## src/design/hdp_pkg.sv

```systemverilog
// shared types, constants and class tables of the halfword instruction predecoder
`default_nettype none

package hdp_pkg;

  localparam int unsigned HalfW  = 16;
  localparam int unsigned PcW    = 32;
  localparam int unsigned AvailW = 3;
  localparam int unsigned SizeW  = 3;
  localparam int unsigned ClassW = 5;
  localparam int unsigned ImmW   = 12;

  localparam logic [PcW-1:0]    PageMask   = 32'hFFFF_F000;
  localparam int unsigned       LongBit    = 15;
  localparam logic [3:0]        CondAlways = 4'd15;
  localparam logic [AvailW-1:0] AvailShort = 3'd2;
  localparam logic [AvailW-1:0] AvailLong  = 3'd4;
  localparam logic [SizeW-1:0]  SizeNone   = 3'd0;
  localparam logic [SizeW-1:0]  SizeShort  = 3'd2;
  localparam logic [SizeW-1:0]  SizeLong   = 3'd4;
  localparam logic [PcW-1:0]    FallStep   = 32'd2;

  typedef enum logic [ClassW-1:0] {
    CLS_NONE  = 5'd0,
    CLS_NOP   = 5'd1,
    CLS_MOV   = 5'd2,
    CLS_CJMP  = 5'd3,
    CLS_CMP   = 5'd4,
    CLS_CCALL = 5'd5,
    CLS_UNK   = 5'd6,
    CLS_ADD   = 5'd7,
    CLS_SUB   = 5'd8,
    CLS_AND   = 5'd9,
    CLS_OR    = 5'd10,
    CLS_NOT   = 5'd11,
    CLS_XOR   = 5'd12,
    CLS_LOAD  = 5'd13,
    CLS_POP   = 5'd14,
    CLS_STORE = 5'd15,
    CLS_PUSH  = 5'd16,
    CLS_JMP   = 5'd17,
    CLS_SHL   = 5'd18,
    CLS_ILL   = 5'd19,
    CLS_SHR   = 5'd20
  } op_class_e;

  typedef enum logic [1:0] {
    TGT_NONE,
    TGT_PAGE,
    TGT_REL
  } tgt_kind_e;

  // decoded item leaving the first stage
  typedef struct packed {
    op_class_e       cls;
    logic [SizeW-1:0] size;
    tgt_kind_e       kind;
    logic            need_fall;
    logic            eob;
    logic [PcW-1:0]  pc;
    logic [ImmW-1:0] imm;
  } dec_t;

  // item leaving the address stage, relative target still to be added
  typedef struct packed {
    op_class_e        cls;
    logic [SizeW-1:0] size;
    logic             eob;
    logic             rel;
    logic [PcW-1:0]   pc;
    logic [PcW-1:0]   off;
    logic [PcW-1:0]   tgt;
    logic [PcW-1:0]   fall;
  } addr_t;

  function automatic op_class_e major2_class(input logic [3:0] sel);
    op_class_e c;
    case (sel)
      4'd0:    c = CLS_ADD;
      4'd1:    c = CLS_SUB;
      4'd2:    c = CLS_SUB;
      4'd3:    c = CLS_CMP;
      4'd4:    c = CLS_AND;
      4'd5:    c = CLS_OR;
      4'd6:    c = CLS_NOT;
      4'd7:    c = CLS_XOR;
      4'd8:    c = CLS_LOAD;
      4'd9:    c = CLS_LOAD;
      4'd10:   c = CLS_POP;
      4'd11:   c = CLS_LOAD;
      4'd12:   c = CLS_STORE;
      4'd13:   c = CLS_STORE;
      4'd14:   c = CLS_PUSH;
      default: c = CLS_STORE;
    endcase
    return c;
  endfunction

  // bit clear maps to or, bit set maps to and
  function automatic op_class_e major6_class(input logic [2:0] sel);
    op_class_e c;
    case (sel)
      3'd0:    c = CLS_ADD;
      3'd1:    c = CLS_SHL;
      3'd2:    c = CLS_ILL;
      3'd3:    c = CLS_SHR;
      3'd4:    c = CLS_OR;
      3'd5:    c = CLS_AND;
      3'd6:    c = CLS_CMP;
      default: c = CLS_UNK;
    endcase
    return c;
  endfunction

  function automatic op_class_e major7_class(input logic [2:0] sel);
    op_class_e c;
    case (sel)
      3'd0:    c = CLS_LOAD;
      3'd1:    c = CLS_LOAD;
      3'd2:    c = CLS_UNK;
      3'd3:    c = CLS_LOAD;
      3'd4:    c = CLS_STORE;
      3'd5:    c = CLS_STORE;
      3'd6:    c = CLS_STORE;
      default: c = CLS_UNK;
    endcase
    return c;
  endfunction

endpackage

`default_nettype wire

```

## src/design/hdp_if.sv

```systemverilog
// valid/ready channel interfaces for halfword and decode transfers
`default_nettype none

interface hdp_in_if;
  logic                         valid;
  logic                         ready;
  logic [hdp_pkg::HalfW-1:0]    insn_half;
  logic [hdp_pkg::PcW-1:0]      pc_address;
  logic [hdp_pkg::AvailW-1:0]   bytes_available;

  modport source (output valid, insn_half, pc_address, bytes_available, input ready);
  modport sink   (input valid, insn_half, pc_address, bytes_available, output ready);
endinterface

interface hdp_out_if;
  logic                         valid;
  logic                         ready;
  logic [hdp_pkg::ClassW-1:0]   op_class;
  logic [hdp_pkg::SizeW-1:0]    insn_size;
  logic [hdp_pkg::PcW-1:0]      jump_target;
  logic [hdp_pkg::PcW-1:0]      fallthrough_addr;
  logic                         ends_block;

  modport source (output valid, op_class, insn_size, jump_target, fallthrough_addr,
                  ends_block, input ready);
  modport sink   (input valid, op_class, insn_size, jump_target, fallthrough_addr,
                  ends_block, output ready);
endinterface

`default_nettype wire

```

## src/design/hdp_decode_stage.sv

```systemverilog
// first pipeline stage: field decode, class lookup and size
`default_nettype none

module hdp_decode_stage (
  input  wire logic                         clk_i,
  input  wire logic                         rst_ni,
  input  wire logic                         valid_i,
  output      logic                         ready_o,
  input  wire logic [hdp_pkg::HalfW-1:0]    insn_half_i,
  input  wire logic [hdp_pkg::PcW-1:0]      pc_address_i,
  input  wire logic [hdp_pkg::AvailW-1:0]   bytes_available_i,
  output      logic                         valid_o,
  input  wire logic                         ready_i,
  output      hdp_pkg::dec_t                dec_o
);

  logic          valid_q;
  hdp_pkg::dec_t dec_d, dec_q;
  logic [2:0]    major;
  logic [3:0]    lo4, mid4;

  assign major = insn_half_i[14:12];
  assign lo4   = insn_half_i[3:0];
  assign mid4  = insn_half_i[11:8];

  always_comb begin
    dec_d.cls       = hdp_pkg::CLS_NONE;
    dec_d.size      = hdp_pkg::SizeNone;
    dec_d.kind      = hdp_pkg::TGT_NONE;
    dec_d.need_fall = 1'b0;
    dec_d.eob       = 1'b0;
    dec_d.pc        = pc_address_i;
    dec_d.imm       = insn_half_i[hdp_pkg::ImmW-1:0];
    if (bytes_available_i >= hdp_pkg::AvailShort) begin
      if (insn_half_i[hdp_pkg::LongBit]) begin
        if (bytes_available_i >= hdp_pkg::AvailLong) begin
          dec_d.size = hdp_pkg::SizeLong;
        end
      end else begin
        dec_d.size = hdp_pkg::SizeShort;
        case (major)
          3'd0: begin
            if (lo4 == 4'd0) begin
              dec_d.cls = hdp_pkg::CLS_NOP;
            end else if (lo4 inside {[4'd1:4'd3]}) begin
              dec_d.cls = hdp_pkg::CLS_MOV;
            end else if (lo4 == 4'd4) begin
              // register branch
              dec_d.cls       = hdp_pkg::CLS_CJMP;
              dec_d.need_fall = 1'b1;
              dec_d.eob       = 1'b1;
            end else if (lo4 == 4'd5) begin
              dec_d.cls = hdp_pkg::CLS_CMP;
            end else if (lo4 == 4'd12) begin
              // register call
              dec_d.cls       = hdp_pkg::CLS_CCALL;
              dec_d.need_fall = 1'b1;
              dec_d.eob       = 1'b1;
            end else begin
              dec_d.cls = hdp_pkg::CLS_UNK;
            end
          end
          3'd1: begin
            dec_d.cls = (lo4 inside {[4'd0:4'd1]} && mid4 inside {[4'd0:4'd1]})
                        ? hdp_pkg::CLS_MOV : hdp_pkg::CLS_UNK;
          end
          3'd2: dec_d.cls = hdp_pkg::major2_class(lo4);
          3'd3: begin
            dec_d.cls  = hdp_pkg::CLS_JMP;
            dec_d.kind = hdp_pkg::TGT_PAGE;
            dec_d.eob  = 1'b1;
          end
          3'd4: begin
            dec_d.kind = hdp_pkg::TGT_REL;
            if (mid4 == hdp_pkg::CondAlways) begin
              dec_d.cls = hdp_pkg::CLS_JMP;
            end else begin
              dec_d.cls       = hdp_pkg::CLS_CJMP;
              dec_d.need_fall = 1'b1;
            end
          end
          3'd5:    dec_d.cls = hdp_pkg::CLS_LOAD;
          3'd6:    dec_d.cls = hdp_pkg::major6_class(insn_half_i[2:0]);
          default: dec_d.cls = hdp_pkg::major7_class(insn_half_i[2:0]);
        endcase
      end
    end
  end

  assign ready_o = !valid_q || ready_i;

  always_ff @(posedge clk_i or negedge rst_ni) begin
    if (!rst_ni) begin
      valid_q <= 1'b0;
    end else if (ready_o) begin
      valid_q <= valid_i;
    end
  end

  always_ff @(posedge clk_i) begin
    if (ready_o && valid_i) begin
      dec_q <= dec_d;
    end
  end

  assign valid_o = valid_q;
  assign dec_o   = dec_q;

endmodule

`default_nettype wire

```

## src/design/hdp_addr_stage.sv

```systemverilog
// second pipeline stage: fall-through increment, page target, branch offset
`default_nettype none

module hdp_addr_stage (
  input  wire logic           clk_i,
  input  wire logic           rst_ni,
  input  wire logic           valid_i,
  output      logic           ready_o,
  input  wire hdp_pkg::dec_t  dec_i,
  output      logic           valid_o,
  input  wire logic           ready_i,
  output      hdp_pkg::addr_t addr_o
);

  logic           valid_q;
  hdp_pkg::addr_t addr_d, addr_q;

  always_comb begin
    addr_d.cls  = dec_i.cls;
    addr_d.size = dec_i.size;
    addr_d.eob  = dec_i.eob;
    addr_d.rel  = 1'b0;
    addr_d.pc   = dec_i.pc;
    // sign-extended 8-bit displacement in halfwords
    addr_d.off  = {{(hdp_pkg::PcW-9){dec_i.imm[7]}}, dec_i.imm[7:0], 1'b0};
    addr_d.tgt  = '0;
    addr_d.fall = dec_i.need_fall ? (dec_i.pc + hdp_pkg::FallStep) : '0;
    case (dec_i.kind)
      hdp_pkg::TGT_PAGE: begin
        addr_d.tgt = (dec_i.pc & hdp_pkg::PageMask) |
                     {{(hdp_pkg::PcW-hdp_pkg::ImmW){1'b0}}, dec_i.imm[11:1], 1'b0};
      end
      hdp_pkg::TGT_REL: addr_d.rel = 1'b1;
      default:          addr_d.rel = 1'b0;
    endcase
  end

  assign ready_o = !valid_q || ready_i;

  always_ff @(posedge clk_i or negedge rst_ni) begin
    if (!rst_ni) begin
      valid_q <= 1'b0;
    end else if (ready_o) begin
      valid_q <= valid_i;
    end
  end

  always_ff @(posedge clk_i) begin
    if (ready_o && valid_i) begin
      addr_q <= addr_d;
    end
  end

  assign valid_o = valid_q;
  assign addr_o  = addr_q;

endmodule

`default_nettype wire

```

## src/design/halfword_insn_predecoder_core.sv

```systemverilog
// top level of the halfword instruction predecoder: three-stage pipeline
`default_nettype none

// halfword instruction predecoder
//
// in_i carries one fetched halfword, its 32-bit address and the count of bytes
// present; out_o returns the class, instruction size, direct jump target,
// fall-through address and end-of-block flag for it. both are valid/ready
// channels; a transfer happens on a clock edge with valid and ready high.
//
// three register stages: decode (class and size), address (pc + 2 and page
// target), result (pc-relative target add, output register). an item passes
// the decode, address and output registers in that order before out_o.valid
// rises for it; one item per cycle is taken and delivered as long as the
// receiver keeps ready high, since every stage loads whenever it is empty or
// its successor moves on.
//
// when the receiver stalls, the output register holds its item and the stages
// behind it keep filling; in_i.ready drops only once all three are occupied.
// reset (rst_ni low, asynchronous) empties the pipeline; the block keeps no
// other state.
module halfword_insn_predecoder_core (
  input  wire logic clk_i,
  input  wire logic rst_ni,
  hdp_in_if.sink    in_i,
  hdp_out_if.source out_o
);

  // decode stage
  logic          s1_valid, s1_ready;
  hdp_pkg::dec_t s1_dec;

  // address stage
  logic           s2_valid, s2_ready;
  hdp_pkg::addr_t s2_addr;

  // result stage registers
  logic                        out_valid_q;
  logic                        out_ready;
  hdp_pkg::op_class_e          cls_q;
  logic [hdp_pkg::SizeW-1:0]   size_q;
  logic [hdp_pkg::PcW-1:0]     tgt_d, tgt_q;
  logic [hdp_pkg::PcW-1:0]     fall_q;
  logic                        eob_q;

  hdp_decode_stage u_decode (
    .clk_i             (clk_i),
    .rst_ni            (rst_ni),
    .valid_i           (in_i.valid),
    .ready_o           (in_i.ready),
    .insn_half_i       (in_i.insn_half),
    .pc_address_i      (in_i.pc_address),
    .bytes_available_i (in_i.bytes_available),
    .valid_o           (s1_valid),
    .ready_i           (s1_ready),
    .dec_o             (s1_dec)
  );

  hdp_addr_stage u_addr (
    .clk_i   (clk_i),
    .rst_ni  (rst_ni),
    .valid_i (s1_valid),
    .ready_o (s1_ready),
    .dec_i   (s1_dec),
    .valid_o (s2_valid),
    .ready_i (s2_ready),
    .addr_o  (s2_addr)
  );

  // pc-relative target add, wraps at 32 bits
  assign tgt_d = s2_addr.rel ? (s2_addr.pc + s2_addr.off) : s2_addr.tgt;

  // output register loads when empty or when its item is being taken
  assign out_ready = out_o.ready;
  assign s2_ready  = !out_valid_q || out_ready;

  always_ff @(posedge clk_i or negedge rst_ni) begin
    if (!rst_ni) begin
      out_valid_q <= 1'b0;
    end else if (s2_ready) begin
      out_valid_q <= s2_valid;
    end
  end

  always_ff @(posedge clk_i) begin
    if (s2_ready && s2_valid) begin
      cls_q  <= s2_addr.cls;
      size_q <= s2_addr.size;
      tgt_q  <= tgt_d;
      fall_q <= s2_addr.fall;
      eob_q  <= s2_addr.eob;
    end
  end

  assign out_o.valid            = out_valid_q;
  assign out_o.op_class         = cls_q;
  assign out_o.insn_size        = size_q;
  assign out_o.jump_target      = tgt_q;
  assign out_o.fallthrough_addr = fall_q;
  assign out_o.ends_block       = eob_q;

  // input back-pressure only when every stage holds an item
  assert property (@(posedge clk_i) disable iff (!rst_ni)
    !in_i.ready |-> (s1_valid && s2_valid && out_valid_q))
    else $error("input stalled with a free pipeline stage");

  // a stalled decode stage keeps its item
  assert property (@(posedge clk_i) disable iff (!rst_ni)
    (s1_valid && !s1_ready) |=> (s1_valid && $stable(s1_dec)))
    else $error("decode stage item changed while stalled");

  // short input yields an all-zero result
  assert property (@(posedge clk_i) disable iff (!rst_ni)
    (out_valid_q && size_q == hdp_pkg::SizeNone) |->
      (cls_q == hdp_pkg::CLS_NONE && tgt_q == '0 && fall_q == '0 && !eob_q))
    else $error("result with size zero carries nonzero fields");

  // only 16-bit instructions end a block
  assert property (@(posedge clk_i) disable iff (!rst_ni)
    (out_valid_q && eob_q) |-> (size_q == hdp_pkg::SizeShort))
    else $error("end of block on an instruction that is not 16 bits");

endmodule

`default_nettype wire

```

## src/flat_wrapper.sv

```systemverilog
// flat-port wrapper written by rule: the top's interface ports become plain ports
module halfword_insn_predecoder_core_flat 
  (clk_i, rst_ni, in_i_valid, in_i_insn_half, in_i_pc_address, in_i_bytes_available, in_i_ready, out_o_valid, out_o_op_class, out_o_insn_size, out_o_jump_target, out_o_fallthrough_addr, out_o_ends_block, out_o_ready);
  hdp_in_if in_i_i ();
  hdp_out_if out_o_i ();
  input  wire logic clk_i;
  input  wire logic rst_ni;
  input wire logic [$bits(in_i_i.valid)-1:0] in_i_valid;
  input wire logic [$bits(in_i_i.insn_half)-1:0] in_i_insn_half;
  input wire logic [$bits(in_i_i.pc_address)-1:0] in_i_pc_address;
  input wire logic [$bits(in_i_i.bytes_available)-1:0] in_i_bytes_available;
  output wire logic [$bits(in_i_i.ready)-1:0] in_i_ready;
  output wire logic [$bits(out_o_i.valid)-1:0] out_o_valid;
  output wire logic [$bits(out_o_i.op_class)-1:0] out_o_op_class;
  output wire logic [$bits(out_o_i.insn_size)-1:0] out_o_insn_size;
  output wire logic [$bits(out_o_i.jump_target)-1:0] out_o_jump_target;
  output wire logic [$bits(out_o_i.fallthrough_addr)-1:0] out_o_fallthrough_addr;
  output wire logic [$bits(out_o_i.ends_block)-1:0] out_o_ends_block;
  input wire logic [$bits(out_o_i.ready)-1:0] out_o_ready;
  assign in_i_i.valid = in_i_valid;
  assign in_i_i.insn_half = in_i_insn_half;
  assign in_i_i.pc_address = in_i_pc_address;
  assign in_i_i.bytes_available = in_i_bytes_available;
  assign in_i_ready = in_i_i.ready;
  assign out_o_valid = out_o_i.valid;
  assign out_o_op_class = out_o_i.op_class;
  assign out_o_insn_size = out_o_i.insn_size;
  assign out_o_jump_target = out_o_i.jump_target;
  assign out_o_fallthrough_addr = out_o_i.fallthrough_addr;
  assign out_o_ends_block = out_o_i.ends_block;
  assign out_o_i.ready = out_o_ready;
  halfword_insn_predecoder_core u_core (.clk_i(clk_i), .rst_ni(rst_ni), .in_i(in_i_i), .out_o(out_o_i));
endmodule
```

## config.mk

```make
export PLATFORM = sky130hd
export DESIGN_NAME = halfword_insn_predecoder_core_flat
export DESIGN_NICKNAME = d
export VERILOG_FILES = /design/src/design/hdp_pkg.sv /design/src/design/hdp_if.sv /design/src/design/hdp_decode_stage.sv /design/src/design/hdp_addr_stage.sv /design/src/design/halfword_insn_predecoder_core.sv /design/src/flat_wrapper.sv
export SDC_FILE = /design/constraint.sdc
export NUM_CORES = 1
export LEC_CHECK = 0
export BUFFER_PORTS_ARGS = -buffer_cell sky130_fd_sc_hd__buf_4
export CAP_MARGIN = 15
export CORE_ASPECT_RATIO = 0.75
export CORE_MARGIN = 2
export CORE_UTILIZATION = 45
export CTS_CLUSTER_DIAMETER = 150
export DETAILED_ROUTE_END_ITERATION = 6
export PLACE_DENSITY = 0.68
export SETUP_SLACK_MARGIN = 0.05
export SYNTH_ARGS = -nofsm -noshare
export SYNTH_HDL_FRONTEND = slang
export SYNTH_HIERARCHICAL = 1
export SYNTH_SLANG_ARGS = --single-unit
export TNS_END_PERCENT = 30
```

## constraint.sdc

```tcl
create_clock -name clk_i -period 4.4 [get_ports clk_i]
set_clock_uncertainty 0.2 [all_clocks]
set_input_delay 0 -clock clk_i [delete_from_list [all_inputs] [get_ports clk_i]]
set_output_delay 0 -clock clk_i [all_outputs]
set_load 0.1 [all_outputs]
```

==> summary.txt, run 1 <==
Global routing
  • Largest net degree at the start of global routing: between 70 and 80
  • Total gr overflow: 0
  • Vias in the first global route: ~7400
  • Initial antenna violation count: 0
  • Total track usage: 0.201
  • First-pass GRT wire length: 41700 um

Placed design
  • Routability cong.: between 0.8 and 0.9
  • Port Buf Inserts: 128
  • Hpwl dp: 18200 um

Setup path
  • Top delay family on crit path: compound AO/OA/AOI/OAI gates
  • Required time of the critical path: 4.48 ns
  • Maximum fanout along the worst path: 24
  • Reg-to-reg slack, setup: 0.85 ns
  • RR Startpoint: u_core/u_addr/addr_o[72]$_DFFE_PP_
  • Worst setup path endpoint: u_core/out_o.jump_target[25]$_DFFE_PP_
  • Crit end category: flop
  • Critical Path AT: roughly 3.6 ns
  • Stages on worst setup path: 8
  • CP Launch Point: u_core/u_addr/addr_o[72]$_DFFE_PP_
  • Worst path bufs/invs: 0
  • Reg2reg end: u_core/out_o.jump_target[25]$_DFFE_PP_
  • CP max stage delay: 1.04 ns
  • Crit Path Class: flop to flop
  • Setup crit start kind: flop
  • Critical Path Most Common Cell: a21oi_1
  • Crit-path slowest cell: edfxtp_1
  • R2R cell count: 8
  • Critical path, cell by cell: ha_1, a21oi_1, o21ai_0, a2111oi_2, nor2_1, a21oi_1, xnor2_1, mux2_2

STA
  • Final Setup Violations: 0
  • Slew @ Worst Pin: roughly 1.1 ns
  • Final critical-path share of the clock period: 0.808
  • Unrepaired setup endpoints after global routing: false
  • Final Hold Viols: 0
  • Slew Limit Fails: 0
  • Max-slew headroom: 0.258
  • Setup TNS: 0 ns
  • Maximum operating frequency: 281 MHz
  • Post-layout min period: 3.55 ns

Clock network
  • Post-CTS sizing: 0
  • Post-CTS setup buffers: 0
  • Max Root-Sink Buffers: 3
  • Worst skew pair latency: 0.53 ns
  • CTS tree: yes
  • Root Buffer: clkbuf_16
  • Depth of the CTS H-tree: 1
  • Clock transition at path regs: about 0.07 ns
  • CTS Sinks: between 200 and 250
  • TritonCTS Buffers: 25
  • Hold Buf Count CTS: 98

Finish
  • Fillcell total: 2075
  • Util after Layout: 0.573
  • Area Growth Syn to Fin: 24.5%
  • Layout cells sized above 1: 0.208
  • Post-layout net count: 1157
  • Antenna Cells: 0

Flow run
  • Max-Cap Viols: 0

Synth
  • Yosys cell types: ~80
  • Post-synth top area share: 0.625
  • Seq cells post-synth: about 240
  • Post-synth top area cell: edfxtp_1
  • Sequential share of the synthesized area: 0.631
  • Yosys warnings: 6
  • Synth area leaders: edfxtp_1 (62%), ha_1 (4.2%), a21oi_1 (2.3%)
  • Number of flops mapped to enable cells by yosys: 241
  • Mapped cell area: 0.0116 sq mm
  • Mean area per synthesized cell: 13.5 sq um
  • Main synth FF type: edfxtp_1
  • Mapped Cells: 861
  • Post-synth ARST share: 0.0123

Run status
  • Outcome: finished clean

Die
  • Vert. Die Dim: 143 um
  • Row count: 50
  • Core box area: between 0.02 and 0.03 sq mm
  • Die area: 0.0271 sq mm
  • Die Wd: 189 um
  • Initial core utilization: 0.461
  • I/O Pins: 130

Detailed routing
  • Final wirelength: around 27000 um
  • Vias: 7719
  • Antenna viol nets, final: 0
  • Post-DR vias/cell: 5.45
  • Drt first pass iters: 5
  • Wire per inst: 19.3 um
  • Drt drc: 0
  • DRT iter0 DRCs: ~830

Pwr
  • Peak VDD IR: just over 0.3 mV
  • Design Power: 6.76 mW
  • Pwr Density: about 470 mW/mm^2
  • Leakage: 5.36 nW

Hold path
  • HP Class: input pin to flop
  • WHS Path Cells: 2
## flip-flops by register name, summed over array words and instances, names as in the netlist
signal	flops
u_core/u_decode/dec_o	55
u_core/out_o.valid	1
u_core/out_o.fallthrough_addr	32
u_core/u_decode/valid_o	1
u_core/u_addr/addr_o	113
u_core/out_o.insn_size	3
u_core/out_o.ends_block	1
u_core/out_o.op_class	5
u_core/u_addr/valid_o	1
u_core/out_o.jump_target	32
## Yosys cell counts, drive strengths merged, types with 3 or more instances
cell type,count
clkbuf,14
a2111oi,3
or4,12
dfrtp,3
or3,10
nand2,47
nand4,22
mux2,23
nand3,21
a21oi,58
o31ai,15
edfxtp,241
o21ai,30
and4,6
inv,21
nor2b,6
a311oi,3
ha,39
nor3,7
a211oi,4
mux2i,4
a41oi,3
o211ai,5
and2,42
o21a,6
a221oi,4
xor2,10
and3,7
a21o,15
o21bai,4
nor2,55
o31a,3
buf,42
nor4,5
nand2b,9
xnor2,26
a31oi,5
## power breakdown
part	leakage, nW	switching, mW	internal, mW
sequential	2.40	0.130	2.86
clock	0.379	0.879	1.17
combinational	2.59	1.22	0.500
## per-stage QoR
| stage | setup slack [ns] | cell area, sq um | cells | hold slack (ns) |
|---|---|---|---|---|
| after floorplan | 0.438 | 11600 | 862 | -0.496 |
| after global placement | 0.899 | 12600 | 1274 | -0.409 |
| after detailed placement | 0.876 | 12700 | 1275 | -0.406 |
| after CTS | 0.840 | 14400 | 1416 | 0.00341 |
| after global routing | 0.621 | 14400 | 1416 | 0.00180 |
| final | 0.847 | 14400 | 1416 | 0.0203 |
## worst min-delay path by stage
stage,startpoint,to
after CTS,in_i_pc_address[18],u_core/u_decode/dec_o[30]$_DFFE_PP_
final,in_i_pc_address[12],u_core/u_decode/dec_o[24]$_DFFE_PP_
after global routing,in_i_pc_address[18],u_core/u_decode/dec_o[30]$_DFFE_PP_
after global placement,rst_ni,u_core/u_decode/valid_o$_DFFE_PN0N_
after detailed placement,rst_ni,u_core/u_addr/valid_o$_DFFE_PN0N_
after floorplan,rst_ni,u_core/out_o.valid$_DFFE_PN0N_
## placed cells by master (no fill, tap or decap), types with 10 or more instances in the layout
| cell type | count |
|---|---|
| edfxtp_1 | 241 |
| buf_4 | 130 |
| dlygate4sd3_1 | 98 |
| nor2_1 | 55 |
| a21oi_1 | 53 |
| nand2_1 | 46 |
| and2_1 | 39 |
| ha_1 | 39 |
| o21ai_0 | 27 |
| xnor2_1 | 26 |
| clkbuf_16 | 25 |
| mux2_2 | 23 |
| inv_1 | 20 |
| nand3_1 | 20 |
| nand4_1 | 19 |
| a21o_1 | 15 |
| o31ai_1 | 13 |
| or4_1 | 12 |
| or3_1 | 10 |
| xor2_1 | 10 |
## metal layers
layer / track usage / share of wire
met3: 0.0288 / 0.066
met2: 0.292 / 0.43
met4: 0.0384 / 0.015
met1: 0.322 / 0.49
met5: 0 / 0
## kinds of logic after synthesis
group / synth area share
and+or+nand+nor: 0.121
DFF: 0.631
AOI/OAI and AO/OA: 0.112
buffers and inverters: 0.0388
adders and majority gates: 0.0439
xor gates and xnor gates: 0.0272
muxes: 0.0258
other: 0.000648
## layout make-up
class / instances / area, sq um / area share
Clock buffer: 29 / 641 / 0.0444
Clock inverter: 14 / 141 / 0.00980
Inverter: 21 / 78.8 / 0.00547
Multi-Input combinational cell: 540 / 3830 / 0.266
Sequential cell: 244 / 7310 / 0.507
Tap cell: 338 / 423 / 0.0293
Timing Repair Buffer: 230 / 1990 / 0.138
Power figures use the tool's default switching activity.
==> run 2, diff against run 1 <==
clock period = 3.5 ns   (was 4.4 ns; I/O delays follow)
==> run 2 against run 1 <==
Compared with the run above:
- non-clock buffer count increased by 12
- wire length decreased by 1.4%
- global-route usage shrank 0.28 points
- core utilization grew 0.48 points
- worst hold slack better by 0.017 ns
- largest cell class unchanged
==> summary.txt, run 2 (synthesis gave the netlist of run 1 again) <==
Setup path
  • RR Startpoint: u_core/u_addr/addr_o[72]$_DFFE_PP_
  • Crit end category: flop
  • CP max stage delay: 0.47 ns
  • R2R cell count: 9
  • Crit Path Class: flop to flop
  • Setup crit start kind: flop
  • Required time of the critical path: 3.58 ns
  • Critical Path Most Common Cell: a21oi_1
  • CP Launch Point: u_core/u_addr/addr_o[72]$_DFFE_PP_
  • Maximum fanout along the worst path: 9
  • Crit-path slowest cell: a2111oi_2
  • Reg2reg end: u_core/out_o.jump_target[25]$_DFFE_PP_
  • Reg-to-reg slack, setup: 0.43 ns
  • Critical path, cell by cell: buf_4, ha_1, a21oi_1, o21ai_0, a2111oi_2, nor2_1, a21oi_1, xnor2_1, mux2_2
  • Critical Path AT: 3.15 ns

Die
  • Vert. Die Dim: around 140 um
  • Initial core utilization: 0.461
  • I/O Pins: 130
  • Die area: around 0.027 sq mm
  • Row count: 50
  • Core box area: 0.0251 sq mm
  • Die Wd: around 190 um

Placed design
  • Worst slack, placed: 0.290 ns
  • Port Buf Inserts: 128
  • Post-Place Cells: 1282
  • Routability cong.: around 0.9
  • Hpwl dp: around 18000 um
  • Placed Area: 0.0127 sq mm

STA
  • Final worst setup slack: 0.434 ns
  • Final critical-path share of the clock period: 0.876
  • Max-slew headroom: 0.516
  • Slew Limit Fails: 0
  • Slew @ Worst Pin: 0.726 ns
  • Post-layout min period: 3.07 ns
  • Final Hold Viols: 0
  • Maximum operating frequency: 326 MHz
  • Unrepaired setup endpoints after global routing: false
  • Final Setup Violations: 0

Clock network
  • Max Root-Sink Buffers: 3
  • Root Buffer: clkbuf_16
  • TritonCTS Buffers: 26
  • Post-CTS sizing: 0
  • Clock transition at path regs: about 0.06 ns
  • Worst skew pair latency: 0.54 ns
  • Depth of the CTS H-tree: 1
  • CTS Sinks: 244
  • CTS tree: yes

Finish
  • Fin cells: 1433
  • Post-layout net count: around 1200
  • Antenna Cells: 0
  • Layout cells sized above 1: 0.213
  • Final Instance Area: 0.0145 sq mm
  • Area Growth Syn to Fin: 25.5%
  • Max reg flops: 113
  • Most frequent cells in the layout: edfxtp_1 (241), buf_4 (139), dlygate4sd3_1 (101)
  • Most common cell after layout, fill and taps aside: edfxtp_1

Detailed routing
  • DRT iter0 DRCs: about 640
  • Post-DR vias/cell: 5.35
  • Final wirelength: approximately 27000 um
  • Wire per inst: roughly 19 um
  • Vias: around 7700
  • Antenna viol nets, final: 0
  • Drt first pass iters: 5
  • Drt drc: 0

Run status
  • Outcome: finished clean

Hold path
  • WHS Path Cells: 2
  • HP Class: input pin to flop
  • Hold endpoint: u_core/u_decode/dec_o[9]$_DFFE_PP_
  • Hold path startpoint: in_i_insn_half[9]

Global routing
  • Vias in the first global route: 7287
  • Largest net degree at the start of global routing: 56
  • Total track usage: 0.199
  • Initial antenna violation count: 0
  • Total gr overflow: 0
  • First-pass GRT wire length: 41400 um

Pwr
  • Pwr Density: 584 mW/mm^2
  • Leakage: 5.43 nW
  • Peak VDD IR: approximately 0.44 mV

Flow run
  • Max-Cap Viols: 0
[run 2: changes by cell type in the layout (fill, tap and decap cells not counted), sizes merged]
cell,delta
buf,+9
bufinv,-1
clkbuf,+6
clkinv,+2
dlygate4sd3,+3
inv,-2
[run 2: final cells by class]
| class | count | area [sq um] |
|---|---|---|
| clock buffers | 35 | 684 |
| clock inverters | 13 | 115 |
| fillers | 2055 | 10600 |
| inverters | 21 | 78.8 |
| multi-input cells | 540 | 3830 |
| flip-flops and latches | 244 | 7310 |
| well taps | 338 | 423 |
| repair buffers | 242 | 2090 |
[run 2: critical path: cells and delay by family (launching register included)]
kind	cells	cell delay [ns]
buf+inv	1	0.19
fa+ha+maj	1	0.39
mux	1	0.27
xor+xnor	1	0.11
flops	1	0.39
compound gates	4	1.17
simple gates	1	0.09
[run 2: power by group]
group	internal [mW]	total, mW	switching, mW
Sequential	3.60	3.75	0.149
Combinational	0.646	2.18	1.54
Clock	1.46	2.56	1.10
Total	5.70	8.49	2.79
[run 2: worst max-delay path by stage]
stage | endpoint | depth (start not counted)
2_1_floorplan | u_core/u_decode/dec_o[0]$_DFFE_PP_ | 4
3_3_place_gp | u_core/out_o.jump_target[25]$_DFFE_PP_ | 8
6_report | u_core/out_o.jump_target[25]$_DFFE_PP_ | 9
5_1_grt | u_core/out_o.jump_target[28]$_DFFE_PP_ | 9
4_1_cts | u_core/out_o.jump_target[25]$_DFFE_PP_ | 8
3_5_place_dp | u_core/out_o.jump_target[25]$_DFFE_PP_ | 8
[run 2: layer usage]
layer  global-route usage  share of wire  vias up
met4               0.0347          0.012        0
met1                0.319           0.51     3698
met5                    0              0        -
met2                0.285           0.42      251
met3               0.0307          0.062       25
li1                     -              -     3687
[run 2: through the flow]
stage           util  setup TNS, ns  total power, mW  hold slack [ns]
5_1_grt        0.578              0             8.85           0.0257
3_5_place_dp   0.506              0             5.89           -0.408
6_report       0.578              0             8.49           0.0372
2_1_floorplan      -         -25.44             5.40           -0.496
4_1_cts        0.578              0             8.55           0.0152
3_3_place_gp   0.506              0             5.88           -0.409
[run 2: repair_timing]
item | CTS | global route
endpoints found under the setup margin | 0 | 2
hold buffers | 101 | 0
hold endpoints to repair | 61 | 0
setup buffers | 0 | 2
==> run 3, diff against run 2 <==
RECOVER_POWER = 100   (was unset)
==> run 3 against run 2 <==
Compared with the run above:
- the run now ends with capacitance limit, slew limit left
- wire length up 0.17%
- cell area down 2.9%
- core utilization down 1.7 points
- worst hold slack better by 0.019 ns
- worst setup slack worse by 0.18 ns
- critical path depth down 1
- via count down 0.29%
- critical path type is now input pin to flop
==> summary.txt, run 3 (synthesis gave the netlist of run 1 again) <==
Detailed routing
  • Vias: about 7600
  • DRT iter0 DRCs: 604
  • Post-DR vias/cell: about 5.3
  • Drt drc: 0
  • Drt first pass iters: 5
  • Wire per inst: 18.8 um
  • Antenna viol nets, final: 0
  • Final wirelength: 26900 um

Setup path
  • Crit Path Class: input pin to flop
  • Setup crit start kind: input pin
  • Crit end category: flop
  • Reg2reg end: u_core/out_o.jump_target[26]$_DFFE_PP_
  • Critical Path AT: 3.45 ns
  • Required time of the critical path: about 3.7 ns
  • R2R cell count: 9
  • Maximum fanout along the worst path: 29
  • RR Startpoint: u_core/u_addr/addr_o[72]$_DFFE_PP_
  • Reg-to-reg slack, setup: approximately 0.3 ns

STA
  • Max-slew headroom: -0.408
  • Final Hold Viols: 0
  • Unrepaired setup endpoints after global routing: false
  • Slew @ Worst Pin: ~2.1 ns
  • Final critical-path share of the clock period: 0.927
  • Slew Limit Fails: 69
  • Maximum operating frequency: 308 MHz
  • Setup TNS: 0 ns
  • Hold WS: 0.0563 ns
  • Post-layout min period: approximately 3.2 ns
  • Final Setup Violations: 0

Pwr
  • Clock power share: 0.306
  • Pwr Density: 592 mW/mm^2
  • Cell Int Power: 5.58 mW
  • Sequential share of power: 0.448
  • Peak VDD IR: 0.435 mV
  • Leakage: 5.04 nW
  • Comb pwr share: 0.246
  • Switch Pwr: 2.78 mW
  • Switching Share: 0.332

Die
  • Initial core utilization: 0.461
  • Die Wd: about 190 um
  • Vert. Die Dim: approximately 140 um
  • I/O Pins: 130
  • Core box area: around 0.025 sq mm
  • Die area: 0.0271 sq mm
  • Row count: 50

Clock network
  • CTS Sinks: 244
  • Max Root-Sink Buffers: 3
  • Worst skew pair latency: ~0.54 ns
  • Post-CTS sizing: 0
  • TritonCTS Buffers: 26
  • Root Buffer: clkbuf_16
  • Depth of the CTS H-tree: 1
  • CTS tree: yes
  • Clock transition at path regs: 0.07 ns

Global routing
  • First-pass GRT wire length: 41400 um
  • Vias in the first global route: 7287
  • Total gr overflow: 0
  • Initial antenna violation count: 0
  • Largest net degree at the start of global routing: 56
  • Total track usage: 0.199

Finish
  • Post-layout net count: 1170
  • Most common cell after layout, fill and taps aside: edfxtp_1
  • Area Growth Syn to Fin: 21.9%
  • Layout cells sized above 1: 0.120
  • Most frequent cells in the layout: edfxtp_1 (241), dlygate4sd3_1 (101), clkbuf_1 (96)
  • Util after Layout: 0.562
  • Antenna Cells: 0
  • Max reg flops: 113

Hold path
  • Hold endpoint: u_core/u_decode/dec_o[24]$_DFFE_PP_
  • HP Class: input pin to flop
  • WHS Path Cells: 2
  • Hold path startpoint: in_i_pc_address[12]

Placed design
  • Port Buf Inserts: 128
  • Hpwl dp: around 18000 um
  • Routability cong.: 0.906

Run status
  • Violated checks: capacitance limit, slew limit
  • Outcome: complete, but fails checks

Flow run
  • Max-Cap Viols: 2
run 3: worst max-delay path by stage:
stage | startpoint | to | slack (ns) | depth (start not counted)
floorplan | u_core/out_o.valid$_DFFE_PN0N_ | u_core/u_decode/dec_o[0]$_DFFE_PP_ | -0.46 | 4
global placement | u_core/u_addr/addr_o[72]$_DFFE_PP_ | u_core/out_o.jump_target[25]$_DFFE_PP_ | 0.29 | 8
detailed placement | u_core/u_addr/addr_o[72]$_DFFE_PP_ | u_core/out_o.jump_target[25]$_DFFE_PP_ | 0.29 | 8
CTS | u_core/u_addr/addr_o[72]$_DFFE_PP_ | u_core/out_o.jump_target[25]$_DFFE_PP_ | 0.26 | 8
global route | u_core/u_addr/addr_o[72]$_DFFE_PP_ | u_core/out_o.jump_target[28]$_DFFE_PP_ | 0.13 | 9
finish | in_i_insn_half[2] | u_core/u_decode/dec_o[53]$_SDFFCE_PP0P_ | 0.26 | 8
run 3: power groups by stage:
stage          logic (mW)  registers, mW  clock network [mW]
2_1_floorplan       0.840           4.56                   0
3_3_place_gp         2.08           3.80                   0
3_5_place_dp         2.08           3.81                   0
4_1_cts              2.18           3.75                2.62
5_1_grt              2.19           3.78                2.76
6_report             2.06           3.75                2.56
run 3: critical path: stages:
cell	delay, ns
dlygate4sd3_1	0.53
clkbuf_1	0.85
mux2_2	0.42
o221ai_1	0.23
nand3_1	0.12
dlygate4sd3_1	0.58
a41oi_1	0.14
dlygate4sd3_1	0.58
run 3: metrics by stage:
stage | setup WS (ns) | cell area (sq um) | instances | power, mW
global route | 0.126 | 14100 | 1433 | 8.72
floorplan | -0.462 | 11600 | 862 | 5.40
CTS | 0.257 | 14500 | 1431 | 8.55
detailed placement | 0.290 | 12700 | 1282 | 5.89
finish | 0.255 | 14100 | 1433 | 8.36
global placement | 0.286 | 12700 | 1282 | 5.88
run 3: timing repair:
item / CTS / global route
hold endpoints to repair: 61 / 0
setup buffers: 0 / 2
hold buffers: 101 / 0
setup endpoints to repair: 0 / 2
run 3: cell type report:
class / instances / area [sq um]
tap: 338 / 423
fill: 2148 / 11000
inverter: 21 / 78.8
multi-input combinational: 540 / 3770
timing repair buffer: 242 / 1740
clock buffer: 35 / 684
sequential: 244 / 7310
clock inverter: 13 / 115
run 3: per-layer routing:
layer,part of all wire,GRT usage,up-vias
li1,-,-,3686
met1,0.51,0.319,3688
met2,0.41,0.285,240
met5,0,0,-
met3,0.059,0.0307,25
met4,0.013,0.0347,0
